===== config.mk =====
export PLATFORM = sky130hd
export DESIGN_NAME = ffrs_dot
export DESIGN_NICKNAME = d
export VERILOG_FILES = /design/src/hw/rtl/ffrs_pkg.sv /design/src/hw/rtl/ffrs_dot.sv
export SDC_FILE = /design/constraint.sdc
export NUM_CORES = 2
export LEC_CHECK = 0
export BUFFER_PORTS_ARGS = -buffer_cell sky130_fd_sc_hd__clkbuf_2
export CAP_MARGIN = 20
export CORE_ASPECT_RATIO = 0.5
export CORE_MARGIN = 2
export CORE_UTILIZATION = 50
export CTS_CLUSTER_DIAMETER = 150
export DETAILED_ROUTE_END_ITERATION = 8
export PLACE_DENSITY = 0.66
export RECOVER_POWER = 25
export SLEW_MARGIN = 20
export SYNTH_ARGS = -nofsm -noshare
export SYNTH_HDL_FRONTEND = slang
export SYNTH_SLANG_ARGS = --single-unit

===== constraint.sdc =====
create_clock -name clk -period 5.65 [get_ports clk]
set_input_delay 0.565 -clock clk [delete_from_list [all_inputs] [get_ports clk]]
set_output_delay 0.565 -clock clk [all_outputs]
set_load 0.05 [all_outputs]

===== src/hw/rtl/ffrs_pkg.sv =====
// shared types, constants and coefficient table of the fuzz rim shade unit
package ffrs_pkg;

    localparam int CFG_INDEX_W = 3;
    localparam int CFG_DATA_W  = 16;

    localparam logic [CFG_INDEX_W-1:0] REG_COLOR_RED   = 3'd0;
    localparam logic [CFG_INDEX_W-1:0] REG_COLOR_GREEN = 3'd1;
    localparam logic [CFG_INDEX_W-1:0] REG_COLOR_BLUE  = 3'd2;
    localparam logic [CFG_INDEX_W-1:0] REG_STRENGTH    = 3'd3;
    localparam logic [CFG_INDEX_W-1:0] REG_EXPONENT    = 3'd4;

    localparam logic [CFG_DATA_W-1:0] COLOR_RESET    = 16'd4096;
    localparam logic [CFG_DATA_W-1:0] STRENGTH_RESET = 16'd4096;
    localparam logic [CFG_DATA_W-1:0] EXPONENT_RESET = 16'd20480;

    localparam int DOT_STAGES   = 2;
    localparam int LOG_STAGES   = 17;
    localparam int EXP_MUL      = 16;
    localparam int EXP_STAGES   = EXP_MUL + 2;
    localparam int COLOR_STAGES = 3;

    localparam logic [30:0] ACC_ONE = 31'h4000_0000;

    typedef struct packed {
        logic [15:0] color_red;
        logic [15:0] color_green;
        logic [15:0] color_blue;
        logic [15:0] strength;
        logic [15:0] sharpness_exponent;
    } cfg_t;

    typedef struct packed {
        logic signed [15:0] normal_x;
        logic signed [15:0] normal_y;
        logic signed [15:0] normal_z;
        logic signed [15:0] view_x;
        logic signed [15:0] view_y;
        logic signed [15:0] view_z;
    } sample_t;

    typedef struct packed {
        logic        zero;
        logic [16:0] base;
    } base_word_t;

    typedef struct packed {
        logic        zero;
        logic [20:0] neg;
    } log_word_t;

    typedef struct packed {
        logic [15:0] fuzz_red;
        logic [15:0] fuzz_green;
        logic [15:0] fuzz_blue;
    } rgb_t;

    typedef logic [16:1][30:0] coef_table_t;

    function automatic logic [63:0] isqrt64(input logic [63:0] x_in);
        logic [63:0] x;
        logic [63:0] res;
        logic [63:0] bw;
        x   = x_in;
        res = '0;
        bw  = 64'h4000_0000_0000_0000;
        for (int i = 0; i < 32; i++)
        begin
            if (x >= res + bw)
            begin
                x   = x - (res + bw);
                res = (res >> 1) + bw;
            end
            else
            begin
                res = res >> 1;
            end
            bw = bw >> 2;
        end
        return res;
    endfunction

    // 2^(-2^-i) in q.30, each root taken from the one before
    function automatic coef_table_t exp2_coef_table();
        coef_table_t tab;
        logic [63:0] c;
        c = isqrt64(64'd1 << 59);
        for (int i = 1; i <= 16; i++)
        begin
            tab[i] = c[30:0];
            c      = isqrt64(c << 30);
        end
        return tab;
    endfunction

    localparam coef_table_t EXP2_COEF = exp2_coef_table();

endpackage


===== src/hw/rtl/ffrs_dot.sv =====
// dot product of normal and view, clamp and base of the power
module ffrs_dot (
    input  logic                 clk,
    input  logic                 rst_n,
    input  logic                 in_valid,
    output logic                 in_ready,
    input  ffrs_pkg::sample_t    in_word,
    output logic                 out_valid,
    input  logic                 out_ready,
    output ffrs_pkg::base_word_t out_word
);
    import ffrs_pkg::*;

    localparam logic signed [33:0] DOT_ONE = 34'sh0_4000_0000;

    logic [DOT_STAGES-1:0] valid_reg;
    logic [DOT_STAGES:0]   ready_chain;

    logic signed [31:0] prod_reg [3];
    logic signed [31:0] prod_next [3];
    logic [16:0]        base_reg;
    logic [16:0]        base_next;
    logic               zero_reg;
    logic               zero_next;
    logic signed [33:0] dot_sum;
    logic [16:0]        clamp_t;

    always_comb
    begin
        ready_chain[DOT_STAGES] = out_ready;
        for (int s = DOT_STAGES - 1; s >= 0; s--)
        begin
            ready_chain[s] = !valid_reg[s] || ready_chain[s+1];
        end
    end

    assign in_ready = ready_chain[0];

    always_comb
    begin
        prod_next[0] = 32'(in_word.normal_x * in_word.view_x);
        prod_next[1] = 32'(in_word.normal_y * in_word.view_y);
        prod_next[2] = 32'(in_word.normal_z * in_word.view_z);
        dot_sum = 34'(prod_reg[0]) + 34'(prod_reg[1]) + 34'(prod_reg[2]);
        if (dot_sum <= 34'sd0)
        begin
            clamp_t = '0;
        end
        else if (dot_sum >= DOT_ONE)
        begin
            clamp_t = 17'h1_0000;
        end
        else
        begin
            clamp_t = 17'(dot_sum[29:14]);
        end
        base_next = 17'h1_0000 - clamp_t;
        zero_next = (base_next == '0);
    end

    always_ff @(posedge clk or negedge rst_n)
    begin
        if (!rst_n)
        begin
            valid_reg <= '0;
        end
        else
        begin
            if (ready_chain[0])
            begin
                valid_reg[0] <= in_valid;
            end
            if (ready_chain[1])
            begin
                valid_reg[1] <= valid_reg[0];
            end
        end
    end

    always_ff @(posedge clk)
    begin
        if (ready_chain[0])
        begin
            for (int i = 0; i < 3; i++)
            begin
                prod_reg[i] <= prod_next[i];
            end
        end
        if (ready_chain[1])
        begin
            base_reg <= base_next;
            zero_reg <= zero_next;
        end
    end

    assign out_valid     = valid_reg[DOT_STAGES-1];
    assign out_word.zero = zero_reg;
    assign out_word.base = base_reg;

endmodule


After elaboration in Yosys (flattened, before gate mapping)
Memory sizes are Yosys's and may differ from the RTL's.
Index checks and enable logic that the tools add are counted.
Storage, ports and cells
  bits in registers: 20
  bits in writable memories: 96
  output and inout bits: 20
  word-level logic and storage cells: 22
  memories: 1
Memory list
  prod_reg: words 3, bits a word 32, read ports 3, clocked after memory_dff 0, wr ports 3, line ffrs_dot.sv:19  | logic signed [31:0] prod_reg [3];
Operators by class
  add/sub/neg operators: 3
  multipliers: 3
  magnitude comparators: 2
  mux-type cells: 4
  reductions and logical operators: 5
Operator list (number)
  $mul A16 B16 Y32: 3
  $add A33 B32 Y34: 1
  $ge A34 B32 Y1 const B: 1
  $le A34 B1 Y1 const B: 1
  $mux W17: 2
  $add A32 B32 Y33: 1
  $logic_not A17 Y1: 1
  $sub A17 B17 Y17 const A: 1
  $logic_not A1 Y1: 2
  $logic_or A1 B1 Y1: 2
  $mux W1: 2

Logic depth before layout (Yosys ltp)
  word-level depth: 7
  gate-level depth with buffers: 26

Worst setup path before layout
Ideal clock, no wire load.
  path type: input port to flip-flop
  from: in in_word[58] (netlist name)
  to: mem prod_reg[2][31] (netlist: prod_reg[0][95]) (data pin)
  library setup time: 0.268 ns
  arrival: 6.502 ns
  data required time: 5.382 ns
  path slack: -1.120 ns
  cell stages on the path: 24
  buffers on the path: 1
  cell sequence: clkbuf_1 -> nand2_1 -> fa_1 -> inv_1 -> fa_1 -> inv_1 -> fa_1 -> fa_1 -> inv_1 -> fa_1 -> inv_1 -> fa_1 -> inv_1 -> ha_1 -> and3_1 -> a21oi_1 -> a31oi_1 -> a221o_1 -> a21o_1 -> a21o_1 -> a221oi_1 -> o22ai_1 -> o41ai_1 -> xnor2_1
RTL lines
  start: declaration: line ffrs_dot.sv:7  | input ffrs_pkg::sample_t in_word,
  end: declaration: line ffrs_dot.sv:19

==> impl_metrics.ini <==
[run_status]
outcome = finished, violations left
violations = capacitance limit, slew limit, setup timing

[sta]
timing.final.ws_setup_ns = -0.4498
rsz0062_at_grt = yes
holdWs_ns = 0.3163
fin_crit_ns = 6.100
report.final.slew_viol_count = 93
setup_viol_count_final = 23
relSlewSlack_pct = -50.94
fmax_mhz = 163.9
fin_crit_sh_pct = 108.0
worstMarginPinSlew_ns = 2.264
finalClockSkew_ns = 0.009848
finalHoldViolations = 0

[final_layout]
n_fill_cell = 5752
nNetsFinal = 5455
largest_register_ff_count = 96
area_growth_pct = 22.89
fin_area_um2 = 43740
antenna_cells = 0
drive_gt1_share_pct = 22.18

[synthesis]
async_flop_share_pct = 1.724
synth-seq-cells = 116
synth_cell_types = 79
synth.cell_area_um2 = 35600
syn_nets = 4905
synth_edf_count = 114
yosysWarnings = 0
ys_seq_area_share_pct = 9.758
syn-instance-count = 3707
dominantRegCellSynth = edfxtp_1
avgSynthCellArea_um2 = 9.602

[setup_path]
rr_endpoint = zero_reg
crit_type = input port to flop
startpoint = in_word[19]
required_ns = 5.84
rr_startpoint = prod_reg[0][65]
reg2reg_depth = 22
worst_setup_path_end_kind = flop
path_max_fanout = 6
arrival_ns = 6.29
startpoint_type = input port
r2r_slack_ns = 0.21

[clocking]
cts_buffers = 17
clkSinkCount = 116
cts-root-buf = clkbuf_16
cts_tree = done
worst_skew_pair.late_latency_ns = 0.44
htree_levels = 4
clk_pin_slew_worst_paths_ns = 0.06
clockBufferDepth = 2

[min_path]
hold_end = valid_reg[0]
min_path_type = input port to flop
min_from = in_valid
holdPathStages = 2

[detailed_routing]
drtIter0Drc = 1356
avgViaCountPerCell = 5.103
via_count = 26680
wirelength_um = 85550
drtAntennaViolNets = 0
detail_route.wl_per_cell_um = 16.36
drcViolationCount = 0
first_pass_iters = 8

[floorplanning]
start_util_pct = 50.34
core-area_um2 = 70710
die_h_um = 192.7
ios = 120
die_area_um2 = 73470
chipWidth_um = 381.3
core.rowCount = 69

[grt]
overflow = 0
antenna_found_initial = 1
grt_max_degree = 93
grt_pass1_vias = 29000
grtUsageTotal_pct = 24.33
grt_pass1_wl_um = 144100

[place]
place_ws_ns = -1.063
portBuffers = 119
dp_hpwl_um = 73400
dpl_cell_area_um2 = 41100
gp_congestion = 0.9210

[run]
cap_violations = 1
==> per-stage QoR <==
step | setup TNS (ns) | utilization (%) | cells
global placement | -25.10 | 58.13 | 5146
CTS | -3.807 | 60.49 | 5204
global route | -9.770 | 61.87 | 5228
detailed placement | -27.19 | 58.13 | 5146
floorplan | -5.829 | - | 3707
finish | -4.946 | 61.87 | 5228
==> cell usage after synthesis (all sizes together), types with 14 or more instances <==
master	instances	share of area, %
inv	870	9.2
fa	819	46
nand2	493	5.2
and2	298	5.2
ha	279	9.8
edfxtp	114	9.6
clkbuf	105	1.1
xnor2	105	2.6
a21oi	97	1.4
nor2	71	0.75
nand2b	67	1.2
o21ai	52	0.73
nor3	36	0.51
a21o	34	0.72
xor2	34	0.84
nand3	26	0.38
a31oi	16	0.28
o21a	15	0.32
and3	14	0.25
nor2b	14	0.25
==> layer usage <==
layer,GRT usage (%),part of all wire [%]
met4,4.333,1.5
met3,2.592,5.3
met1,33.52,44
met5,0,0
met2,42.34,49
==> cells by family after synthesis <==
group           after synthesis  synth area share [%]
buf+inv                     985                 10.49
fa+ha+maj                  1098                 55.87
mux                           5                0.1476
compound gates              300                 5.607
flops                       116                 9.758
simple gates               1064                 14.69
xor+xnor                    139                 3.441
==> cell usage in the layout (no fill, tap or decap), types with 34 or more instances in the layout <==
cell type,Yosys,layout
inv_1,870,830
fa_1,819,787
buf_4,1,458
nand2_1,492,452
and2_1,297,272
ha_1,279,245
edfxtp_1,114,114
xnor2_1,104,96
a21oi_1,94,71
nand2b_1,67,64
nor2_1,71,63
buf_6,4,51
clkbuf_2,0,41
inv_2,0,39
a21o_1,34,34
==> timing repair <==
action	in CTS	in global routing
endpoints found under the setup margin	33	43
endpoints found under the hold margin	2	0
pin swaps	104	137
hold buffers	1	0
gates resized for setup	193	227
setup buffers	27	30
gates cloned	2	0
==> area by class of cell <==
class	instances	area [µm²]	share of cell area (%)
Clock buffer	17	425.4	0.9725
Clock inverter	15	186.4	0.4262
Inverter	871	3272	7.480
Multi-Input combinational cell	2606	29830	68.20
Sequential cell	116	3473	7.940
Tap cell	958	1199	2.740
Timing Repair Buffer	645	5354	12.24
==> worst max-delay path, stage by stage <==
cell       delay [ns]
clkbuf_8         0.12
buf_6            0.12
and2_4           0.13
fa_2             0.59
inv_2            0.06
fa_1             0.51
fa_2             0.45
fa_2             0.59
fa_1             0.43
inv_1            0.08
fa_2             0.45
ha_4             0.18
a21oi_4          0.15
inv_1            0.05
a221o_1          0.37
a21oi_2          0.19
buf_4            0.15
nor2_4           0.04
a221oi_4         0.25
a2111oi_4        0.12
o21a_1           0.25
o21ai_2          0.19
nor2b_4          0.17
xnor2_1          0.06
==> worst max path at each step <==
| stage | end | slack (ns) | cells past startpoint |
|---|---|---|---|
| 2_1_floorplan | prod_reg[0][95] | -0.63 | 24 |
| 3_3_place_gp | prod_reg[0][95] | -1.01 | 24 |
| 3_5_place_dp | prod_reg[0][95] | -1.06 | 22 |
| 4_1_cts | prod_reg[0][89] | -0.39 | 26 |
| 5_1_grt | prod_reg[0][62] | -0.69 | 21 |
| 6_report | prod_reg[0][61] | -0.45 | 24 |
Power is not shown: default switching activity piles up to over one toggle a cycle in this logic, so the estimate is an artifact.
